<file path="src/hw/rtl/pps_pkg.sv">
// ----------------------------------------------------------------------------
// pps_pkg
// Shared types and constants for the preemptive priority scheduler unit.
// ----------------------------------------------------------------------------
package pps_pkg;

  // default sizing of the job table and of time and priority values
  localparam int MAX_JOBS_DEF  = 8;
  localparam int TIME_BITS_DEF = 16;
  localparam int PRIO_BITS_DEF = 8;

  // widths of the request and result fields at the ports
  localparam int SLOT_IO_W = 3;
  localparam int TIME_IO_W = 16;
  localparam int PRIO_IO_W = 8;

  // request opcodes
  localparam logic OP_LOAD = 1'b0;
  localparam logic OP_TICK = 1'b1;

  typedef enum logic [1:0] {
    ST_IDLE,
    ST_SCAN,
    ST_UPD
  } pps_state_e;

  // control from the tick sequencer to the selection unit
  typedef struct packed {
    logic clear;
    logic cand_vld;
  } pps_sel_ctl_t;

endpackage

</file>
<file path="src/hw/rtl/pps_select.sv">
// ----------------------------------------------------------------------------
// pps_select
// Running best-candidate register for the per-tick scan of the job table.
// ----------------------------------------------------------------------------
module pps_select #(
  parameter int MAX_JOBS  = pps_pkg::MAX_JOBS_DEF,
  parameter int TIME_BITS = pps_pkg::TIME_BITS_DEF,
  parameter int PRIO_BITS = pps_pkg::PRIO_BITS_DEF,
  localparam int SLOT_W   = $clog2(MAX_JOBS)
) (
  input  logic                 clk_i,
  input  logic                 rst_ni,
  input  pps_pkg::pps_sel_ctl_t ctl_i,
  input  logic [SLOT_W-1:0]    cand_slot_i,
  input  logic [PRIO_BITS-1:0] cand_prio_i,
  input  logic [TIME_BITS-1:0] cand_arr_i,
  input  logic [TIME_BITS-1:0] cand_len_i,
  input  logic [TIME_BITS-1:0] cand_rem_i,
  output logic                 found_o,
  output logic [SLOT_W-1:0]    best_slot_o,
  output logic [PRIO_BITS-1:0] best_prio_o,
  output logic [TIME_BITS-1:0] best_arr_o,
  output logic [TIME_BITS-1:0] best_len_o,
  output logic [TIME_BITS-1:0] best_rem_o
);
  import pps_pkg::*;

  logic                 found_q;
  logic [SLOT_W-1:0]    slot_q;
  logic [PRIO_BITS-1:0] prio_q;
  logic [TIME_BITS-1:0] arr_q, len_q, rem_q;
  logic                 better;
  logic                 take;

  // slots arrive in ascending order, so a full tie keeps the earlier slot
  assign better = (cand_prio_i < prio_q) ||
                  ((cand_prio_i == prio_q) && (cand_arr_i < arr_q));
  assign take   = ctl_i.cand_vld && (!found_q || better);

  always_ff @(posedge clk_i or negedge rst_ni) begin
    if (!rst_ni) begin
      found_q <= 1'b0;
    end else if (ctl_i.clear) begin
      found_q <= 1'b0;
    end else if (take) begin
      found_q <= 1'b1;
    end
  end

  always_ff @(posedge clk_i) begin
    if (take) begin
      slot_q <= cand_slot_i;
      prio_q <= cand_prio_i;
      arr_q  <= cand_arr_i;
      len_q  <= cand_len_i;
      rem_q  <= cand_rem_i;
    end
  end

  assign found_o     = found_q;
  assign best_slot_o = slot_q;
  assign best_prio_o = prio_q;
  assign best_arr_o  = arr_q;
  assign best_len_o  = len_q;
  assign best_rem_o  = rem_q;

endmodule

</file>
<file path="src/hw/rtl/preemptive_priority_scheduler_unit.sv">
// ----------------------------------------------------------------------------
// preemptive_priority_scheduler_unit
// Job table with a one-time-unit-per-tick preemptive priority scheduler.
// ----------------------------------------------------------------------------
// A load request writes a job into its slot and gives no result; a slot
// number at or above MAX_JOBS is dropped. No request is accepted while a
// tick is in progress: the job table sits in a synchronous memory with one
// read port, so the scan reads one slot per cycle, with the read data
// registered, then the update step writes the picked job back, or retires
// it once done, and loads the result register. A result that is not taken
// holds the next tick in its update step until the output register frees up.
module preemptive_priority_scheduler_unit #(
  parameter int MAX_JOBS  = pps_pkg::MAX_JOBS_DEF,
  parameter int TIME_BITS = pps_pkg::TIME_BITS_DEF,
  parameter int PRIO_BITS = pps_pkg::PRIO_BITS_DEF
) (
  input  logic                          clk_i,
  input  logic                          rst_ni,
  input  logic                          in_valid_i,
  output logic                          in_ready_o,
  input  logic                          opcode_i,
  input  logic [pps_pkg::SLOT_IO_W-1:0] job_slot_i,
  input  logic [pps_pkg::TIME_IO_W-1:0] arrival_time_i,
  input  logic [pps_pkg::TIME_IO_W-1:0] run_length_i,
  input  logic [pps_pkg::PRIO_IO_W-1:0] priority_level_i,
  output logic                          out_valid_o,
  input  logic                          out_ready_i,
  output logic [pps_pkg::TIME_IO_W-1:0] slot_time_o,
  output logic                          busy_res_o,
  output logic [pps_pkg::SLOT_IO_W-1:0] running_job_o,
  output logic                          job_done_o,
  output logic [pps_pkg::TIME_IO_W-1:0] turnaround_o,
  output logic [pps_pkg::TIME_IO_W-1:0] waiting_o,
  output logic                          all_done_o
);
  import pps_pkg::*;

  localparam int SLOT_W = $clog2(MAX_JOBS);
  localparam int CNT_W  = $clog2(MAX_JOBS + 1);
  localparam int ENT_W  = 3 * TIME_BITS + PRIO_BITS;

  // entry layout: {priority, arrival, length, remaining}
  localparam int REM_LO = 0;
  localparam int LEN_LO = TIME_BITS;
  localparam int ARR_LO = 2 * TIME_BITS;
  localparam int PRI_LO = 3 * TIME_BITS;

  pps_state_e state_q, state_d;

  logic [ENT_W-1:0]     mem_q [MAX_JOBS];
  logic [ENT_W-1:0]     rd_data_q;
  logic                 mem_we;
  logic [SLOT_W-1:0]    mem_waddr;
  logic [ENT_W-1:0]     mem_wdata;

  logic [MAX_JOBS-1:0]  valid_q, adm_q, clr_vec, valid_after;
  logic [TIME_BITS-1:0] time_q, fin_time;
  logic [CNT_W-1:0]     idx_q;
  logic [SLOT_W-1:0]    rd_idx_q;
  logic                 rd_vld_q;

  logic                 in_acc, ld_go, tick_go, scan_issue, upd_go;
  logic [SLOT_W-1:0]    ld_slot;
  logic [TIME_BITS-1:0] ld_len, ld_rem;

  logic [PRIO_BITS-1:0] rd_prio;
  logic [TIME_BITS-1:0] rd_arr, rd_len, rd_rem;
  logic                 cand_elig;
  pps_sel_ctl_t         sel_ctl;

  logic                 found;
  logic [SLOT_W-1:0]    best_slot;
  logic [PRIO_BITS-1:0] best_prio;
  logic [TIME_BITS-1:0] best_arr, best_len, best_rem, rem_dec, turn, wait_t;
  logic                 done;

  logic                 out_valid_q;
  logic [TIME_IO_W-1:0] slot_time_q, turnaround_q, waiting_q;
  logic                 busy_q, job_done_q, all_done_q;
  logic [SLOT_IO_W-1:0] running_job_q;

  // sequencer
  always_ff @(posedge clk_i or negedge rst_ni) begin
    if (!rst_ni) begin
      state_q <= ST_IDLE;
    end else begin
      state_q <= state_d;
    end
  end

  always_comb begin
    state_d    = state_q;
    in_ready_o = 1'b0;
    scan_issue = 1'b0;
    upd_go     = 1'b0;
    case (state_q)
      ST_IDLE: begin
        in_ready_o = 1'b1;
        if (in_valid_i && (opcode_i == OP_TICK)) begin
          state_d = ST_SCAN;
        end
      end
      ST_SCAN: begin
        if (idx_q < CNT_W'(MAX_JOBS)) begin
          scan_issue = 1'b1;
        end else begin
          state_d = ST_UPD;
        end
      end
      ST_UPD: begin
        if (!out_valid_q || out_ready_i) begin
          upd_go  = 1'b1;
          state_d = ST_IDLE;
        end
      end
      default: state_d = ST_IDLE;
    endcase
  end

  assign in_acc  = in_valid_i && in_ready_o;
  assign tick_go = in_acc && (opcode_i == OP_TICK);
  assign ld_go   = in_acc && (opcode_i == OP_LOAD) && (32'(job_slot_i) < MAX_JOBS);
  assign ld_slot = SLOT_W'(job_slot_i);
  assign ld_len  = TIME_BITS'(run_length_i);
  // a zero run length still needs one time unit
  assign ld_rem  = (ld_len == '0) ? TIME_BITS'(1) : ld_len;

  always_ff @(posedge clk_i or negedge rst_ni) begin
    if (!rst_ni) begin
      idx_q    <= '0;
      rd_vld_q <= 1'b0;
    end else begin
      rd_vld_q <= scan_issue;
      if (tick_go) begin
        idx_q <= '0;
      end else if (scan_issue) begin
        idx_q <= idx_q + CNT_W'(1);
      end
    end
  end

  always_ff @(posedge clk_i) begin
    if (scan_issue) begin
      rd_idx_q <= idx_q[SLOT_W-1:0];
    end
  end

  // job table memory
  always_comb begin
    mem_we    = 1'b0;
    mem_waddr = best_slot;
    mem_wdata = {best_prio, best_arr, best_len, rem_dec};
    if (ld_go) begin
      mem_we    = 1'b1;
      mem_waddr = ld_slot;
      mem_wdata = {PRIO_BITS'(priority_level_i), TIME_BITS'(arrival_time_i), ld_len, ld_rem};
    end else if (upd_go && found && !done) begin
      mem_we = 1'b1;
    end
  end

  always_ff @(posedge clk_i) begin
    if (mem_we) begin
      mem_q[mem_waddr] <= mem_wdata;
    end
  end

  always_ff @(posedge clk_i) begin
    if (scan_issue) begin
      rd_data_q <= mem_q[idx_q[SLOT_W-1:0]];
    end
  end

  assign rd_rem  = rd_data_q[REM_LO +: TIME_BITS];
  assign rd_len  = rd_data_q[LEN_LO +: TIME_BITS];
  assign rd_arr  = rd_data_q[ARR_LO +: TIME_BITS];
  assign rd_prio = rd_data_q[PRI_LO +: PRIO_BITS];

  // admitted jobs stay admitted; others join once their arrival has come
  assign cand_elig = rd_vld_q && valid_q[rd_idx_q] &&
                     (adm_q[rd_idx_q] || (rd_arr <= time_q));

  assign sel_ctl.clear    = tick_go;
  assign sel_ctl.cand_vld = cand_elig;

  pps_select #(
    .MAX_JOBS  (MAX_JOBS),
    .TIME_BITS (TIME_BITS),
    .PRIO_BITS (PRIO_BITS)
  ) u_select (
    .clk_i       (clk_i),
    .rst_ni      (rst_ni),
    .ctl_i       (sel_ctl),
    .cand_slot_i (rd_idx_q),
    .cand_prio_i (rd_prio),
    .cand_arr_i  (rd_arr),
    .cand_len_i  (rd_len),
    .cand_rem_i  (rd_rem),
    .found_o     (found),
    .best_slot_o (best_slot),
    .best_prio_o (best_prio),
    .best_arr_o  (best_arr),
    .best_len_o  (best_len),
    .best_rem_o  (best_rem)
  );

  // update of the picked job
  assign rem_dec  = (best_rem != '0) ? best_rem - TIME_BITS'(1) : best_rem;
  assign done     = found && (rem_dec == '0);
  assign fin_time = (time_q == '1) ? time_q : time_q + TIME_BITS'(1);
  assign turn     = fin_time - best_arr;
  assign wait_t   = (turn > best_len) ? turn - best_len : '0;

  always_comb begin
    clr_vec = '0;
    if (done) begin
      clr_vec[best_slot] = 1'b1;
    end
  end

  assign valid_after = valid_q & ~clr_vec;

  always_ff @(posedge clk_i or negedge rst_ni) begin
    if (!rst_ni) begin
      valid_q <= '0;
      adm_q   <= '0;
      time_q  <= '0;
    end else begin
      if (ld_go) begin
        valid_q[ld_slot] <= 1'b1;
        adm_q[ld_slot]   <= 1'b0;
      end
      if (cand_elig) begin
        adm_q[rd_idx_q] <= 1'b1;
      end
      if (upd_go) begin
        valid_q <= valid_after;
        adm_q   <= adm_q & ~clr_vec;
        time_q  <= fin_time;
      end
    end
  end

  // result register
  always_ff @(posedge clk_i or negedge rst_ni) begin
    if (!rst_ni) begin
      out_valid_q <= 1'b0;
    end else if (upd_go) begin
      out_valid_q <= 1'b1;
    end else if (out_ready_i) begin
      out_valid_q <= 1'b0;
    end
  end

  always_ff @(posedge clk_i) begin
    if (upd_go) begin
      slot_time_q   <= TIME_IO_W'(time_q);
      busy_q        <= found;
      running_job_q <= found ? SLOT_IO_W'(best_slot) : '0;
      job_done_q    <= done;
      turnaround_q  <= done ? TIME_IO_W'(turn) : '0;
      waiting_q     <= done ? TIME_IO_W'(wait_t) : '0;
      all_done_q    <= ~|valid_after;
    end
  end

  assign out_valid_o   = out_valid_q;
  assign slot_time_o   = slot_time_q;
  assign busy_res_o    = busy_q;
  assign running_job_o = running_job_q;
  assign job_done_o    = job_done_q;
  assign turnaround_o  = turnaround_q;
  assign waiting_o     = waiting_q;
  assign all_done_o    = all_done_q;

  // checks
  a_res_from_upd: assert property (@(posedge clk_i) disable iff (!rst_ni)
    $rose(out_valid_q) |-> $past(state_q == ST_UPD))
    else $error("result register loaded outside the update step");

  a_time_hold: assert property (@(posedge clk_i) disable iff (!rst_ni)
    (state_q != ST_UPD) |=> $stable(time_q))
    else $error("time moved outside the update step");

  a_done_busy: assert property (@(posedge clk_i) disable iff (!rst_ni)
    (out_valid_q && job_done_q) |-> busy_q)
    else $error("job reported done on an idle tick");

  a_idle_zero: assert property (@(posedge clk_i) disable iff (!rst_ni)
    (out_valid_q && !busy_q) |-> (turnaround_q == '0 && waiting_q == '0))
    else $error("idle tick carries job timing");

  a_no_load_in_scan: assert property (@(posedge clk_i) disable iff (!rst_ni)
    (state_q == ST_SCAN) |-> !mem_we)
    else $error("table written during a scan");

endmodule

</file>
<file path="config.mk">
export PLATFORM = sky130hd
export DESIGN_NAME = preemptive_priority_scheduler_unit
export DESIGN_NICKNAME = d
export VERILOG_FILES = /design/src/hw/rtl/pps_pkg.sv /design/src/hw/rtl/pps_select.sv /design/src/hw/rtl/preemptive_priority_scheduler_unit.sv
export SDC_FILE = /design/constraint.sdc
export NUM_CORES = 1
export LEC_CHECK = 0
export BUFFER_PORTS_ARGS = -buffer_cell sky130_fd_sc_hd__buf_4
export CAP_MARGIN = 30
export CORE_MARGIN = 1.5
export CORE_UTILIZATION = 56
export CTS_CLUSTER_DIAMETER = 200
export DETAILED_ROUTE_END_ITERATION = 10
export GPL_ROUTABILITY_DRIVEN = 0
export HOLD_SLACK_MARGIN = 0.1
export PLACE_DENSITY = 0.8
export SLEW_MARGIN = 10
export SYNTH_ARGS = -nofsm -noshare
export SYNTH_HDL_FRONTEND = slang
export SYNTH_SLANG_ARGS = --single-unit
</file>
<file path="constraint.sdc">
create_clock -name clk_i -period 6 [get_ports clk_i]
set_input_delay 1.5 -clock clk_i [delete_from_list [all_inputs] [get_ports clk_i]]
set_output_delay 1.5 -clock clk_i [all_outputs]
set_load 0.02 [all_outputs]
</file>
==> results.md, run 1 <==
* WHS Endpoint: u_select.best_len_o[11]
* Synth Instances at 1647
* Total CTS buffers at 68
* Comb power frac at 31.5%
* Startpoint types: register
* Die H at 226.3 µm
* Clock share of power at 25.9%
* Critical path data arrival time at 5.92 ns
* Initial Util at 56.94%
* Final Slew Violations at 0
* Setup tns final at 0 ns
* Clock root buffer: clkbuf_16
* Post-synthesis register bit count at 661
* Routed WL at 63790 µm
* Worst-path clk slew at 0.06 ns
* CTS Sinks at 661
* Footprint of the multi-input gates at 0.007829 mm²
* Unrepaired setup endpoints after global routing: false
* Post-synth ARST share at 6.203%
* Antenna Nets Post-Route at 0
* Final period util at 91.67%
* Met3 routed WL at 5671 µm
* Worst slew pin tran at 0.9696 ns
* Final Cell Area at 0.03204 mm²
* Worst min-delay path class: reg -> reg
* FF-to-FF Start: time_q[6]
* Maximum VDD drop at 0.2792 mV
* Most instantiated cells after synthesis: edfxtp_1 (620), mux4_2 (116), nand2_1 (96), nor2_1 (80), inv_1 (76)
* Yosys cell types at 69
* Post-synthesis sequential area ratio at 70.34%
* Hold-fix buffers, CTS at 0
* Net Sw Frac at 32.15%
* Post-placement cell area at 0.02965 mm²
* Net Sw Power at 5.232 mW
* Clock Skews at 0.02021 ns
* DR pass1 iterations at 5
* Main synth FF type: edfxtp_1
* R2r endpoint: waiting_o[3]
* WL/cell at 25.38 µm
* Core area at 0.04905 mm²
* Overall die area at 0.05122 mm²
* Final number of setup-violating endpoints at 0
* EDFF count, synth at 620
* Layout cells sized above 1 at 23.96%
* Number of global-route vias before repair at 16030
* Top layer in use: met4
* Post-CTS Setup Bufs at 0
* Seq pwr share at 42.6%
* Final hold vios at 0
* Die W at 226.3 µm
* Worst path required time at 6.42 ns
* Relative slew slack at 35.36%
* Vias/cell at 6.261
* Critical path class: reg -> reg
* Post-place setup slack at 0.4451 ns
* DR vias at 15740
* CP endpoint kind: register
* Met2 routed WL at 30630 µm
* Pin count of the biggest net entering global routing at 68
* Clock insertion delay at the later pin of the skew report at 0.60 ns
* Worst reg2reg setup slack at 0.50 ns
* Metal-1 WL at 25550 µm
* FP Rows at 81
* Worst hold path startpoint: rd_data_q[27]
* Resized Gates After CTS at 0
* # DRC at 0
* Max Cap Violations at 0
* CTS tree: built
* Achievable Freq at 181.8 MHz
* Min Tclk post-route at 5.500 ns
* Sequential Area at 0.01965 mm²
* Io pins at 104
* Final hold slack at 0.4170 ns
* Most frequent cell after synthesis: edfxtp_1
* Netlist Area Pre-Place at 0.02793 mm²
* Final Core Density at 65.31%
* Maximum root-to-sink buffer count at 3
* Reg2Reg Depth at 21
* Share of the synthesized area in the top cell type at 66.66%
* CP max FO at 16
* PD cells at 508.1 mW/mm²
* Outcome: finished, final reports clean
* Cell taking the most area after synthesis: edfxtp_1
* Hold depth at 0
* Final net count at 1918
* Lkg Pwr at 11.00 nW
* # fillers at 3215
* H-tree depth at 3
* Syn nets at 1770
* Avg Cell Area, Syn at 16.96 µm²
* First-pass GRT wire length at 95900 µm
* Total GRT Usage at 25.49%
* ANT cells at 0
* Initial antenna violation count at 1
* Iteration-0 DRC Markers at 1890
* Synth area leaders: edfxtp_1 (67%), mux4_2 (9.4%), dfrtp_1 (3.7%)
* Port buffer count at 103
* Setup ws final at 0.4999 ns
* DP HPWL at 37370 µm
* Synth Warn # at 0
* Area growth, synth to finish at 14.72%
* Internal power at 11.05 mW
* Global route overflow at 0
power by group through the flow:
stage / Combinational (mW) / Sequential (mW) / Clock, mW
3_5_place_dp: 4.89 / 7.07 / 0
6_report: 5.13 / 6.93 / 4.22
4_1_cts: 4.98 / 6.99 / 4.26
3_3_place_gp: 4.68 / 7.03 / 0
2_1_floorplan: 3.67 / 6.79 / 0
5_1_grt: 5.55 / 7.00 / 4.43
kinds of logic (layout without fill, tap and decap cells):
group | Yosys count | in the layout | synth area share (%)
compound gates | 209 | 209 | 4.874
xor+xnor | 57 | 57 | 1.788
fa+ha+maj | 75 | 75 | 3.414
buf+inv | 140 | 342 | 1.935
flops | 661 | 661 | 70.34
mux | 182 | 182 | 12.03
simple gates | 323 | 323 | 5.618
placed cells by master (no fill, tap or decap), types with 37 or more instances in the layout:
cell / instances
ha_1: 73
edfxtp_1: 620
nor2_1: 71
xnor2_1: 40
nand2_1: 96
mux2_2: 60
mux4_2: 116
clkbuf_16: 70
buf_4: 117
inv_1: 75
dfrtp_1: 38
o21ai_0: 71
a21oi_1: 37
worst max path at each step:
stage	slack, ns	to	startpoint	cells past startpoint
after floorplan	0.15	idx_q[2]	state_q[1]	4
after global placement	0.65	waiting_o[11]	time_q[6]	21
after detailed placement	0.45	waiting_o[3]	time_q[6]	21
after CTS	0.41	waiting_o[3]	time_q[6]	21
after global routing	0.04	waiting_o[5]	time_q[6]	22
final	0.50	waiting_o[3]	time_q[6]	21
metal layers:
layer / track usage (%) / vias to the layer above
met5: 0 / -
li1: - / 6728
met3: 5.002 / 168
met1: 35.05 / 7946
met4: 8.602 / 0
met2: 41.25 / 893
per-stage QoR:
stage | cells | total power [mW]
6_report | 2513 | 16.28
5_1_grt | 2513 | 16.99
3_3_place_gp | 2372 | 11.71
4_1_cts | 2498 | 16.23
3_5_place_dp | 2374 | 11.96
2_1_floorplan | 1647 | 10.47
state kept, by name, indices dropped and copies added (netlist names):
signal	count
slot_time_o	16
idx_q	4
adm_q	8
mem_q	448
u_select.best_arr_o	16
u_select.best_prio_o	8
u_select.best_rem_o	16
u_select.best_slot_o	3
u_select.found_o	1
state_q	2
rd_idx_q	3
waiting_o	16
time_q	16
valid_q	8
rd_vld_q	1
busy_res_o	1
all_done_o	1
turnaround_o	16
u_select.best_len_o	16
rd_data_q	56
job_done_o	1
running_job_o	3
out_valid_o	1
critical path, cell delays in order (launching register included):
cell	delay [ns]
dfrtp_1	0.44
and2_1	0.17
and4_1	0.25
nand3_1	0.15
nor3_1	0.23
buf_4	0.20
mux2i_1	0.34
inv_1	0.08
ha_1	0.28
nor2b_1	0.15
o31a_1	0.31
o2111ai_1	0.33
nand2_1	0.16
a21o_1	0.20
a21oi_1	0.18
xnor2_1	0.12
ha_1	0.40
nand4_1	0.15
o21ai_1	0.31
a311oi_1	0.16
a311o_2	0.51
a211oi_1	0.20
area by class of cell:
class / count / area share, %
Clock buffer: 85 / 5.706
Tap cell: 664 / 2.593
Inverter: 77 / 0.9021
Timing Repair Buffer: 141 / 3.812
Multi-Input combinational cell: 846 / 24.44
Clock inverter: 39 / 1.211
Sequential cell: 661 / 61.34
No activity file was read; power rests on OpenSTA's default activity.
==> run 2: changes to the inputs <==
--- a/config.mk
+++ b/config.mk
@@ -14,6 +14,7 @@
 export GPL_ROUTABILITY_DRIVEN = 0
 export HOLD_SLACK_MARGIN = 0.1
 export PLACE_DENSITY = 0.8
+export REMOVE_ABC_BUFFERS = 1
 export SLEW_MARGIN = 10
 export SYNTH_ARGS = -nofsm -noshare
 export SYNTH_HDL_FRONTEND = slang
==> run 2 against run 1 <==
  * Routed wire length decreased by 0.82%
  * Power decreased by 1.4%
  * Worst hold slack got worse by 0.0039 ns
  * Maximum frequency decreased by 2.6%
  * Cell count decreased by 0.56%
  * Clock skew increased by 0.0013 ns
  * Die area unchanged
  * Count of clock-buffer cells in the layout decreased by 1
  * First-iteration DRC count decreased by 10%
  * Critical path depth unchanged
  * Via count decreased by 1.2%
==> results.md, run 2 (same netlist as run 1, synthesis figures left out) <==
* Final net count at 1913
* CP max FO at 16
* Commonest cells after routing, fill and taps aside: edfxtp_1 (620), buf_4 (123), mux4_2 (116), nand2_1 (96), inv_1 (75)
* H-tree depth at 3
* Outcome: finished, final reports clean
* Maximum VDD drop at 0.2969 mV
* ANT cells at 0
* Antenna Nets Post-Route at 0
* FP Rows at 81
* Io pins at 104
* Worst path required time at 6.33 ns
* Startpoint types: register
* Final hold vios at 0
* Total CTS buffers at 66
* Max reg flops at 448
* Critical path data arrival time at 5.98 ns
* Clock root buffer: clkbuf_16
* WL/cell at 25.32 µm
* Global route overflow at 0
* DR pass1 iterations at 6
* First-pass GRT wire length at 95210 µm
* Iteration-0 DRC Markers at 1699
* Placed Cells at 2381
* Final number of setup-violating endpoints at 0
* Achievable Freq at 177.0 MHz
* Routed WL at 63270 µm
* Relative slew slack at 39.42%
* Min Tclk post-route at 5.649 ns
* Layout cells sized above 1 at 23.71%
* Post-CTS Setup Bufs at 0
* Unrepaired setup endpoints after global routing: false
* Core area at 0.04905 mm²
* Top Registers: mem_q x448, rd_data_q x56
* Lkg Pwr at 10.92 nW
* DP HPWL at 37740 µm
* Critical path class: reg -> reg
* Overall die area at 0.05122 mm²
* Pin count of the biggest net entering global routing at 78
* Final Core Density at 64.97%
* Area growth, synth to finish at 14.11%
* Initial antenna violation count at 0
* Worst slew pin tran at 0.9088 ns
* Fin cells at 2499
* Most flops, register: mem_q
* DR vias at 15550
* Most common cell after layout, fill and taps aside: edfxtp_1
* Die H at 226.3 µm
* Initial Util at 56.94%
* Number of global-route vias before repair at 15940
* Final hold slack at 0.4131 ns
* CTS Sinks at 661
* Vias/cell at 6.221
* Max Cap Violations at 0
* CP endpoint kind: register
* Final period util at 94.15%
* # DRC at 0
* Worst min-delay path class: reg -> reg
* Resized Gates After CTS at 0
* Hold-fix buffers, CTS at 0
* Total GRT Usage at 25.36%
* Final Slew Violations at 0
* Port buffer count at 103
* Maximum root-to-sink buffer count at 3
* Clock insertion delay at the later pin of the skew report at 0.60 ns
* Worst-path clk slew at 0.06 ns
* Clock Skews at 0.02149 ns
* CTS tree: built
* Die W at 226.3 µm
* PD cells at 503.4 mW/mm²
[run 2: cell types whose count changed in the layout (fill, tap and decap cells not counted), moves of 3 or more]
cell       before  now
buf_2           8    3
clkbuf_1       13   10
buf_4         117  123
buf_16          5    1
bufinv_16       7    4
inv_6           5    2
[run 2: final timing paths]
check,start,endpoint,slack [ns],cells past startpoint
max in group asynchronous,rst_ni,idx_q[1],4.62,1
max reg2reg,time_q[5],waiting_o[6],0.35,21
min in group asynchronous,rst_ni,idx_q[3],0.91,1
min reg2reg,rd_data_q[12],u_select.best_rem_o[12],0.41,0
min,rd_data_q[12],u_select.best_rem_o[12],0.41,0
max,time_q[5],waiting_o[6],0.35,21
[run 2: where the power goes]
group | internal [mW] | switching [mW] | total, mW
clock network | 2.35 | 1.66 | 4.02
registers | 6.39 | 0.614 | 7.00
logic | 2.14 | 2.88 | 5.02
total | 10.9 | 5.16 | 16.0
[run 2: final cells by class]
| type | count | area [µm²] |
|---|---|---|
| Timing Repair Buffer | 138 | 1159 |
| Clock inverter | 29 | 246.5 |
| Clock buffer | 84 | 1856 |
| Multi-Input combinational cell | 846 | 7835 |
| Fill cell | 3250 | 17180 |
| Inverter | 77 | 289.0 |
| Tap cell | 664 | 830.8 |
| Sequential cell | 661 | 19650 |
[run 2: routing by layer]
metal | GRT usage [%] | vias to the layer above | part of all wire [%]
met3 | 4.950 | 130 | 8.7
met5 | 0 | - | 0
met2 | 41.39 | 846 | 49
li1 | - | 6714 | -
met4 | 9.011 | 0 | 2.9
met1 | 34.38 | 7857 | 39
[run 2: worst max-delay path, cell delays in order (launching register included)]
cell      delay (ns)
dfrtp_1         0.44
and2_1          0.18
and4_1          0.26
nand3_1         0.16
nor3_1          0.29
buf_4           0.19
mux2i_1         0.32
inv_1           0.08
ha_1            0.27
nor2b_1         0.14
o31a_1          0.30
o21a_1          0.19
nor2_1          0.11
xnor2_1         0.18
ha_1            0.34
a21oi_1         0.16
o21bai_1        0.08
a221oi_1        0.54
o21ai_0         0.29
a311oi_1        0.34
a311o_2         0.37
nor2_1          0.12
[run 2: stage by stage]
stage / setup WS (ns) / power [mW] / area (µm²) / TNS (ns)
after CTS: 0.2014 / 16.05 / 31830 / 0
final: 0.3509 / 16.04 / 31870 / 0
after global placement: 0.5148 / 11.75 / 29680 / 0
after detailed placement: 0.2645 / 11.99 / 29730 / 0
after global routing: 0.04101 / 16.73 / 31870 / 0
after floorplan: -1.725 / 10.65 / 27680 / -763.33
